File: config.mk
export PLATFORM = sky130hd
export DESIGN_NAME = utf8_to_utf16_transcoder_flat
export DESIGN_NICKNAME = d
export VERILOG_FILES = /design/src/rtl/u8u16_pkg.sv /design/src/rtl/u8u16_in_if.sv /design/src/rtl/u8u16_out_if.sv /design/src/rtl/utf8_to_utf16_transcoder.sv /design/src/rtl/u8u16_dec.sv /design/src/rtl/u8u16_fifo.sv /design/src/flat_wrapper.sv
export SDC_FILE = /design/constraint.sdc
export NUM_CORES = 1
export LEC_CHECK = 0
export ABC_AREA = 1
export BUFFER_PORTS_ARGS = -buffer_cell sky130_fd_sc_hd__buf_2
export CAP_MARGIN = 20
export CELL_PAD_IN_SITES_DETAIL_PLACEMENT = 1
export CELL_PAD_IN_SITES_GLOBAL_PLACEMENT = 1
export CORE_ASPECT_RATIO = 1.1
export CORE_MARGIN = 10
export CORE_UTILIZATION = 51
export DETAILED_ROUTE_END_ITERATION = 7
export PLACE_DENSITY_LB_ADDON = 0.1
export SETUP_SLACK_MARGIN = 0.5
export SLEW_MARGIN = 20
export SYNTH_ARGS = -nofsm -noshare
export SYNTH_HDL_FRONTEND = slang
export SYNTH_SLANG_ARGS = --single-unit
File: constraint.sdc
create_clock -name clk_i -period 5.2 [get_ports clk_i]
set_input_delay 1.56 -clock clk_i [delete_from_list [all_inputs] [get_ports clk_i]]
set_output_delay 1.56 -clock clk_i [all_outputs]
set_load 0.02 [all_outputs]
File: src/rtl/u8u16_pkg.sv
`default_nettype none
// ----------------------------------------------------------------------------
// u8u16_pkg
// Shared types and constants for the UTF-8 to UTF-16 transcoder.
// ----------------------------------------------------------------------------
package u8u16_pkg;

  // result status codes
  typedef enum logic [2:0] {
    ST_UNIT       = 3'd0,
    ST_BAD_LEAD   = 3'd1,
    ST_BAD_CONT   = 3'd2,
    ST_BAD_SCALAR = 3'd3,
    ST_TRUNC      = 3'd4
  } status_e;

  // result queue geometry (depth is a power of two)
  localparam int unsigned QDepth = 4;
  localparam int unsigned QPtrW  = $clog2(QDepth);
  localparam int unsigned QCntW  = $clog2(QDepth + 1);

  // code point limits and UTF-16 fields
  localparam logic [20:0] MaxScalar = 21'h10ffff;
  localparam logic [20:0] SurLo     = 21'h00d800;
  localparam logic [20:0] SurHi     = 21'h00dfff;
  localparam logic [20:0] PlaneOne  = 21'h010000;
  localparam logic [5:0]  HiSurTag  = 6'b110110;  // 0xd800 >> 10
  localparam logic [5:0]  LoSurTag  = 6'b110111;  // 0xdc00 >> 10

  typedef struct packed {
    logic [15:0] code_unit;
    status_e     status;
    logic        run_last;
    logic        string_done;
  } res_t;

  // decoder to queue: up to two results per byte
  typedef struct packed {
    logic [1:0] n_res;
    res_t       r0;
    res_t       r1;
  } dec_out_t;

endpackage
`default_nettype wire

File: src/rtl/u8u16_in_if.sv
`default_nettype none
// ----------------------------------------------------------------------------
// u8u16_in_if
// Byte channel: one UTF-8 byte and its end-of-string flag per beat.
// ----------------------------------------------------------------------------
interface u8u16_in_if;
  logic       valid;
  logic       ready;
  logic [7:0] byte_in;
  logic       string_end;

  modport source (output valid, output byte_in, output string_end, input ready);
  modport sink   (input valid, input byte_in, input string_end, output ready);
endinterface
`default_nettype wire

File: src/rtl/u8u16_out_if.sv
`default_nettype none
// ----------------------------------------------------------------------------
// u8u16_out_if
// Result channel: one UTF-16 unit or error status per beat.
// ----------------------------------------------------------------------------
interface u8u16_out_if;
  logic        valid;
  logic        ready;
  logic [15:0] code_unit;
  logic [2:0]  status;
  logic        run_last;
  logic        string_done;

  modport source (output valid, output code_unit, output status, output run_last,
                  output string_done, input ready);
  modport sink   (input valid, input code_unit, input status, input run_last,
                  input string_done, output ready);
endinterface
`default_nettype wire

File: src/rtl/utf8_to_utf16_transcoder.sv
`default_nettype none
// ----------------------------------------------------------------------------
// utf8_to_utf16_transcoder
// Strict UTF-8 to UTF-16 transcoder, one byte per beat in, one unit out.
// ----------------------------------------------------------------------------
//  channel  dir  beat contents
//  in_i     in   byte_in[7:0], string_end
//  out_o    out  code_unit[15:0], status[2:0], run_last, string_done
//
//  Throughput: one byte per cycle while the result queue has room; results
//  leave at one per cycle while out_o.ready is high, so a byte that makes a
//  surrogate pair puts both halves on the output port in turn.
//  Path: a byte passes the input register, then decode into the result queue;
//  a queue without room for a pair holds the byte in the input register.
//  Stalls: a four-entry result queue decouples the sides; the byte register
//  only drains into the queue when it has room for a full pair.
//  Reset: asynchronous, clears decode state and queue pointers.
// ----------------------------------------------------------------------------
module utf8_to_utf16_transcoder (
  input  wire logic     clk_i,
  input  wire logic     rst_ni,
  u8u16_in_if.sink      in_i,
  u8u16_out_if.source   out_o
);

  // input register
  logic       in_vld_q;
  logic [7:0] in_byte_q;
  logic       in_end_q;

  logic                  room;
  logic                  dec_go;
  u8u16_pkg::dec_out_t   dec_res;
  u8u16_pkg::res_t       q_data;

  // byte register drains into the decoder when the queue can take a pair
  assign dec_go     = in_vld_q && room;
  assign in_i.ready = !in_vld_q || dec_go;

  always_ff @(posedge clk_i or negedge rst_ni) begin
    if (!rst_ni) begin
      in_vld_q <= 1'b0;
    end else if (in_i.valid && in_i.ready) begin
      in_vld_q <= 1'b1;
    end else if (dec_go) begin
      in_vld_q <= 1'b0;
    end
  end

  always_ff @(posedge clk_i) begin
    if (in_i.valid && in_i.ready) begin
      in_byte_q <= in_i.byte_in;
      in_end_q  <= in_i.string_end;
    end
  end

  // decode: sequence state lives here and advances once per consumed byte
  u8u16_dec u_dec (
    .clk_i  (clk_i),
    .rst_ni (rst_ni),
    .go_i   (dec_go),
    .byte_i (in_byte_q),
    .end_i  (in_end_q),
    .res_o  (dec_res)
  );

  // result queue: both halves of a surrogate pair land in one cycle
  u8u16_fifo u_fifo (
    .clk_i   (clk_i),
    .rst_ni  (rst_ni),
    .push_i  (dec_go),
    .wr_i    (dec_res),
    .room_o  (room),
    .valid_o (out_o.valid),
    .ready_i (out_o.ready),
    .data_o  (q_data)
  );

  assign out_o.code_unit   = q_data.code_unit;
  assign out_o.status      = q_data.status;
  assign out_o.run_last    = q_data.run_last;
  assign out_o.string_done = q_data.string_done;

endmodule
`default_nettype wire

File: src/rtl/u8u16_dec.sv
`default_nettype none
// ----------------------------------------------------------------------------
// u8u16_dec
// Sequence state and single-pass decode of one registered byte.
// ----------------------------------------------------------------------------
module u8u16_dec (
  input  wire logic                clk_i,
  input  wire logic                rst_ni,
  input  wire logic                go_i,
  input  wire logic [7:0]          byte_i,
  input  wire logic                end_i,
  output u8u16_pkg::dec_out_t      res_o
);

  logic [1:0]  rem_q, rem_d;
  logic [2:0]  len_q, len_d;
  logic [20:0] pp_q, pp_d;
  logic        cf_q, cf_d;
  logic        skip_q, skip_d;

  logic [20:0] pp_sh;
  logic        cf_sh;
  logic [1:0]  rem_sh;
  logic [20:0] cp;
  logic [19:0] cp_off;
  logic        bad_scalar;

  always_ff @(posedge clk_i or negedge rst_ni) begin
    if (!rst_ni) begin
      rem_q  <= '0;
      len_q  <= '0;
      pp_q   <= '0;
      cf_q   <= 1'b0;
      skip_q <= 1'b0;
    end else if (go_i) begin
      rem_q  <= rem_d;
      len_q  <= len_d;
      pp_q   <= pp_d;
      cf_q   <= cf_d;
      skip_q <= skip_d;
    end
  end

  // continuation step
  assign pp_sh  = {pp_q[14:0], byte_i[5:0]};
  assign cf_sh  = cf_q | (byte_i[7:6] != 2'b10);
  assign rem_sh = rem_q - 2'd1;

  assign cp = (rem_q == 2'd0) ? {13'd0, byte_i} : pp_sh;
  assign cp_off = 20'(cp - u8u16_pkg::PlaneOne);

  assign bad_scalar = ((len_q == 3'd2) && (cp < 21'h80)) ||
                      ((len_q == 3'd3) && (cp < 21'h800)) ||
                      ((len_q == 3'd4) && (cp < u8u16_pkg::PlaneOne)) ||
                      (cp > u8u16_pkg::MaxScalar) ||
                      ((cp >= u8u16_pkg::SurLo) && (cp <= u8u16_pkg::SurHi));

  always_comb begin
    logic                emit;
    logic                err;
    u8u16_pkg::status_e  err_st;

    emit   = 1'b0;
    err    = 1'b0;
    err_st = u8u16_pkg::ST_BAD_LEAD;
    rem_d  = rem_q;
    len_d  = len_q;
    pp_d   = pp_q;
    cf_d   = cf_q;
    skip_d = skip_q;

    if (skip_q) begin
      if (end_i) begin
        skip_d = 1'b0;
        rem_d  = '0;
        len_d  = '0;
        pp_d   = '0;
        cf_d   = 1'b0;
      end
    end else if (rem_q == 2'd0) begin
      case (byte_i) inside
        [8'h00:8'h7f]: emit = 1'b1;
        [8'hc0:8'hdf]: begin
          rem_d = 2'd1; len_d = 3'd2; pp_d = {16'd0, byte_i[4:0]};
        end
        [8'he0:8'hef]: begin
          rem_d = 2'd2; len_d = 3'd3; pp_d = {17'd0, byte_i[3:0]};
        end
        [8'hf0:8'hf7]: begin
          rem_d = 2'd3; len_d = 3'd4; pp_d = {18'd0, byte_i[2:0]};
        end
        default: begin
          err = 1'b1; err_st = u8u16_pkg::ST_BAD_LEAD;
        end
      endcase
      cf_d = 1'b0;
      if (!err && !emit && end_i) begin
        err = 1'b1; err_st = u8u16_pkg::ST_TRUNC;
      end
    end else begin
      rem_d = rem_sh;
      pp_d  = pp_sh;
      cf_d  = cf_sh;
      if (rem_sh != 2'd0) begin
        if (end_i) begin
          err = 1'b1; err_st = u8u16_pkg::ST_TRUNC;
        end
      end else if (cf_sh) begin
        err = 1'b1; err_st = u8u16_pkg::ST_BAD_CONT;
      end else if (bad_scalar) begin
        err = 1'b1; err_st = u8u16_pkg::ST_BAD_SCALAR;
      end else begin
        emit  = 1'b1;
        len_d = '0;
        pp_d  = '0;
      end
    end

    if (err) begin
      rem_d  = '0;
      len_d  = '0;
      pp_d   = '0;
      cf_d   = 1'b0;
      skip_d = !end_i;
    end

    res_o.r0.code_unit   = '0;
    res_o.r0.status      = err_st;
    res_o.r0.run_last    = 1'b1;
    res_o.r0.string_done = 1'b1;
    res_o.r1             = res_o.r0;
    res_o.n_res          = err ? 2'd1 : 2'd0;

    if (emit) begin
      res_o.r0.status = u8u16_pkg::ST_UNIT;
      res_o.r1.status = u8u16_pkg::ST_UNIT;
      if (cp < u8u16_pkg::PlaneOne) begin
        res_o.n_res          = 2'd1;
        res_o.r0.code_unit   = cp[15:0];
        res_o.r0.string_done = end_i;
      end else begin
        res_o.n_res          = 2'd2;
        res_o.r0.code_unit   = {u8u16_pkg::HiSurTag, cp_off[19:10]};
        res_o.r0.run_last    = 1'b0;
        res_o.r0.string_done = 1'b0;
        res_o.r1.code_unit   = {u8u16_pkg::LoSurTag, cp_off[9:0]};
        res_o.r1.string_done = end_i;
      end
    end
  end

endmodule
`default_nettype wire

File: src/rtl/u8u16_fifo.sv
`default_nettype none
// ----------------------------------------------------------------------------
// u8u16_fifo
// Result queue: up to two pushes and one pop per cycle.
// ----------------------------------------------------------------------------
module u8u16_fifo (
  input  wire logic                  clk_i,
  input  wire logic                  rst_ni,
  input  wire logic                  push_i,
  input  wire u8u16_pkg::dec_out_t   wr_i,
  output logic                       room_o,
  output logic                       valid_o,
  input  wire logic                  ready_i,
  output u8u16_pkg::res_t            data_o
);

  u8u16_pkg::res_t                   mem_q [u8u16_pkg::QDepth];
  logic [u8u16_pkg::QPtrW-1:0]       wp_q, rp_q;
  logic [u8u16_pkg::QCntW-1:0]       cnt_q;
  logic [1:0]                        n_wr;
  logic                              pop;

  assign n_wr    = push_i ? wr_i.n_res : 2'd0;
  assign pop     = valid_o && ready_i;
  assign valid_o = (cnt_q != '0);
  assign data_o  = mem_q[rp_q];
  // room for a full pair regardless of this cycle's pop
  assign room_o  = (cnt_q <= u8u16_pkg::QCntW'(u8u16_pkg::QDepth - 2));

  always_ff @(posedge clk_i or negedge rst_ni) begin
    if (!rst_ni) begin
      wp_q  <= '0;
      rp_q  <= '0;
      cnt_q <= '0;
    end else begin
      wp_q  <= wp_q + u8u16_pkg::QPtrW'(n_wr);
      rp_q  <= rp_q + u8u16_pkg::QPtrW'(pop);
      cnt_q <= cnt_q + u8u16_pkg::QCntW'(n_wr) - u8u16_pkg::QCntW'(pop);
    end
  end

  always_ff @(posedge clk_i) begin
    if (n_wr != 2'd0) begin
      mem_q[wp_q] <= wr_i.r0;
    end
    if (n_wr == 2'd2) begin
      mem_q[wp_q + u8u16_pkg::QPtrW'(1)] <= wr_i.r1;
    end
  end

endmodule
`default_nettype wire

File: src/flat_wrapper.sv
// flat-port wrapper written by rule: the top's interface ports become plain ports
module utf8_to_utf16_transcoder_flat 
  (clk_i, rst_ni, in_i_valid, in_i_byte_in, in_i_string_end, in_i_ready, out_o_valid, out_o_code_unit, out_o_status, out_o_run_last, out_o_string_done, out_o_ready);
  u8u16_in_if in_i_i ();
  u8u16_out_if out_o_i ();
  input  wire logic clk_i;
  input  wire logic rst_ni;
  input wire logic [$bits(in_i_i.valid)-1:0] in_i_valid;
  input wire logic [$bits(in_i_i.byte_in)-1:0] in_i_byte_in;
  input wire logic [$bits(in_i_i.string_end)-1:0] in_i_string_end;
  output wire logic [$bits(in_i_i.ready)-1:0] in_i_ready;
  output wire logic [$bits(out_o_i.valid)-1:0] out_o_valid;
  output wire logic [$bits(out_o_i.code_unit)-1:0] out_o_code_unit;
  output wire logic [$bits(out_o_i.status)-1:0] out_o_status;
  output wire logic [$bits(out_o_i.run_last)-1:0] out_o_run_last;
  output wire logic [$bits(out_o_i.string_done)-1:0] out_o_string_done;
  input wire logic [$bits(out_o_i.ready)-1:0] out_o_ready;
  assign in_i_i.valid = in_i_valid;
  assign in_i_i.byte_in = in_i_byte_in;
  assign in_i_i.string_end = in_i_string_end;
  assign in_i_ready = in_i_i.ready;
  assign out_o_valid = out_o_i.valid;
  assign out_o_code_unit = out_o_i.code_unit;
  assign out_o_status = out_o_i.status;
  assign out_o_run_last = out_o_i.run_last;
  assign out_o_string_done = out_o_i.string_done;
  assign out_o_i.ready = out_o_ready;
  utf8_to_utf16_transcoder u_core (.clk_i(clk_i), .rst_ni(rst_ni), .in_i(in_i_i), .out_o(out_o_i));
endmodule
==> flow_metrics.py <==
metrics = {
    "outcome": {
        "outcome": "finished clean",
    },
    "place": {
        "place_hpwl_um": 14600,
        "port_buffers": 35,
        "gp_congestion": 0.926,
        "dp_slack_ns": 0.955,
    },
    "route": {
        "antenna_left": 0,
        "routed_wl_um": 20600,
        "wl_per_cell_um": 21.5,
        "drt_iter0_markers": 541,
        "vias_per_cell": 5.98,
        "dr.pass1.iters": 5,
        "drc": 0,
        "via_count": 5735,
    },
    "cts": {
        "post_cts_buffers": 0,
        "cts_root_buffer": "clkbuf_16",
        "clkTransAtPathRegs_ns": 0.05,
        "cts.sinks": 123,
        "htreeDepth": 4,
        "cts_buffers": 17,
        "worstSkewPairLatency_ns": 0.43,
        "clockBufferDepth": 2,
        "cts_hold_buf": 0,
        "cts_tree": "built",
    },
    "worst_hold_path": {
        "min_from": "u_core.u_dec.len_q[0]",
        "hp-class": "flop to flop",
        "hold_depth": 2,
        "holdPathEnd": "u_core.u_dec.len_q[0]",
    },
    "sta": {
        "maxSlewViolCount": 0,
        "setup_violations": 0,
        "clock.fmax_mhz": 231,
        "period_needed_ns": 4.34,
        "worstMarginPinSlew_ns": 0.878,
        "slew_headroom": 0.409,
        "finalHoldViolations": 0,
        "tns_ns": 0,
        "rsz0062_at_grt": "false",
        "fin_worst_skew_ns": 0.00830,
        "layout_setup_ws_ns": 0.864,
        "post-route-period-util": 0.834,
    },
    "critical_path": {
        "reg2reg_from": "u_core.u_dec.rem_q[1]",
        "critPathCaptureType": "flop",
        "worstPathArrival_ns": 4.62,
        "cp.required_ns": 5.48,
        "path_max_fanout": 28,
        "r2r_end": "u_core.u_fifo.mem_q[1][16]",
        "cp-startpoint": "u_core.u_dec.rem_q[1]",
        "r2r_cells": 17,
        "crit_type": "flop to flop",
        "r2r_slack_ns": 0.86,
        "start_kind": "flop",
    },
    "grt": {
        "grt_max_degree": 43,
        "grt_pass1_wl_um": 32700,
        "grt.overflow.total": 0,
        "antenna_found_initial": 0,
        "grt_usage": 0.234,
        "grt_pass1_vias": 5865,
    },
    "layout": {
        "finalNetCount": 809,
        "seq_area_um2": 3460,
        "fillCellCount": 1514,
        "multi_input_area_um2": 2670,
        "layout-drive-gt1-share": 0.145,
        "syn_to_final_growth_pct": 13.1,
        "diodes": 0,
    },
    "yosys": {
        "yosysTopAreaCellShare": 0.387,
        "ys_seq_area_frac": 0.525,
        "syn_inst": 762,
        "yosys.area.top_type": "edfxtp_1",
        "syn-cell-area_um2": 6590,
        "synth_cell_types": 40,
        "ys_seq_elements": 123,
        "post-synth-top-count-cell": "nand2_1",
        "ys_top_cells_by_area": "edfxtp_1 39%, dfrtp_1 11%, nand2_1 8.1%",
        "ys.flop_type": "edfxtp_1",
        "syn_nets": 782,
        "synth_commonest_cells": "143 x nand2_1, 121 x nor2_1, 85 x edfxtp_1, 78 x inv_1, 76 x o21ai_0",
        "syn_area_per_cell_um2": 8.65,
        "async_flop_share": 0.244,
        "synth_edf_count": 85,
        "synth_warnings": 0,
    },
    "floorplan": {
        "initial_core_util": 0.521,
        "fp-row-count": 43,
        "boundaryPins": 36,
        "die_area_um2": 17900,
        "die_w_um": 128,
        "die_h_um": 139,
        "core_area_um2": 12600,
    },
    "power_and_ir_drop": {
        "ir_worst_vdd_uv": 340,
        "p_per_area_nw_per_um2": 601,
        "power_leakage_uw": 0.00320,
    },
    "job": {
        "cap_violations": 0,
    },
}
## what timing repair did
item | in CTS | in global routing
gates resized for setup | 0 | 1
endpoints found under the setup margin | 0 | 3
endpoints found under the hold margin | 0 | 0
## cell families (layout without fill, tap and decap cells)
group           Yosys count  in the layout  synth area share
flops                   123            123             0.525
fa+ha+maj                 7              7            0.0144
buf+inv                 117            157            0.0712
compound gates          152            152             0.132
simple gates            356            356             0.248
xor+xnor                  7              7           0.00930
## report_power, final
group          internal [uW]  total (uW)  leakage (uW)  switching, uW
Sequential              1280        1430       0.00124            149
Combinational            484        1870       0.00168           1380
Clock                    751        1180      0.000288            432
## state kept, by name, indices dropped and copies added, names as in the netlist, 2 cells and up
signal	count
u_core.u_fifo.mem_q	84
u_core.u_dec.pp_q	15
u_core.in_byte_q	8
u_core.u_dec.len_q	3
u_core.u_fifo.cnt_q	3
u_core.u_dec.rem_q	2
u_core.u_fifo.rp_q	2
u_core.u_fifo.wp_q	2
## cells in the final DEF (no fill, tap or decap), types with 4 or more instances in the layout
master and instances:
o22ai_1 27, buf_4 4, o21bai_1 4, dfxtp_1 8, nand4_1 32, inv_2 7
edfxtp_1 85, buf_2 35, dfrtp_1 30, inv_1 78, o21ai_1 8, a21oi_2 6
a21oi_1 21, xor2_1 4, nand2_4 6, clkbuf_1 5, nor2_1 120, nor2_2 6
o21ai_0 76, nand3_2 4, nand3_1 28, clkbuf_16 19, nand2_2 9, ha_1 6
nand2_1 142
## how the worst max path moves through the flow
stage	end
final	u_core.u_fifo.mem_q[1][16]
after global routing	u_core.u_fifo.mem_q[1][17]
after CTS	u_core.u_fifo.mem_q[2][16]
after detailed placement	u_core.u_fifo.mem_q[2][16]
after global placement	u_core.u_fifo.mem_q[2][16]
after floorplan	u_core.u_fifo.cnt_q[2]
## critical path, stage by stage, from the launching register on
cell,delay [ns]
dfrtp_1,0.44
inv_2,0.19
nand2_8,0.15
o21ai_2,0.15
nand2_2,0.11
nor2_1,0.53
nand3_1,0.19
nand4_2,0.17
nand2_2,0.09
nand2_1,0.12
nand2_1,0.10
nand2_1,0.15
nand2_2,0.12
nand2_4,0.27
nand3_1,0.45
nand2_2,0.66
inv_2,0.15
nor2_1,0.13
## per-layer routing
metal  vias up  wire [um]  GRT usage
met5         -          0          0
li1       2635          -          -
met1      2840       8780      0.288
met2       205      10000      0.382
met4         0        624     0.0979
met3        55       1240     0.0559
## layout make-up
cell class              count  share of cell area
multi-input cells         522               0.358
clock buffers              27              0.0718
clock inverters             5             0.00722
well taps                 157              0.0264
inverters                  85              0.0428
flip-flops and latches    123               0.465
repair buffers             40              0.0295
## through the flow
step / cells / utilization / hold WS [ns] / total power, uW / area (um^2)
floorplan: 762 / - / 0.424 / 2670 / 6590
global placement: 926 / 0.542 / 0.440 / 3170 / 6850
detailed placement: 927 / 0.543 / 0.440 / 3280 / 6860
CTS: 959 / 0.589 / 0.483 / 4470 / 7450
global route: 959 / 0.590 / 0.513 / 4730 / 7450
finish: 959 / 0.590 / 0.485 / 4480 / 7450
(Power assumes the default switching activity.)
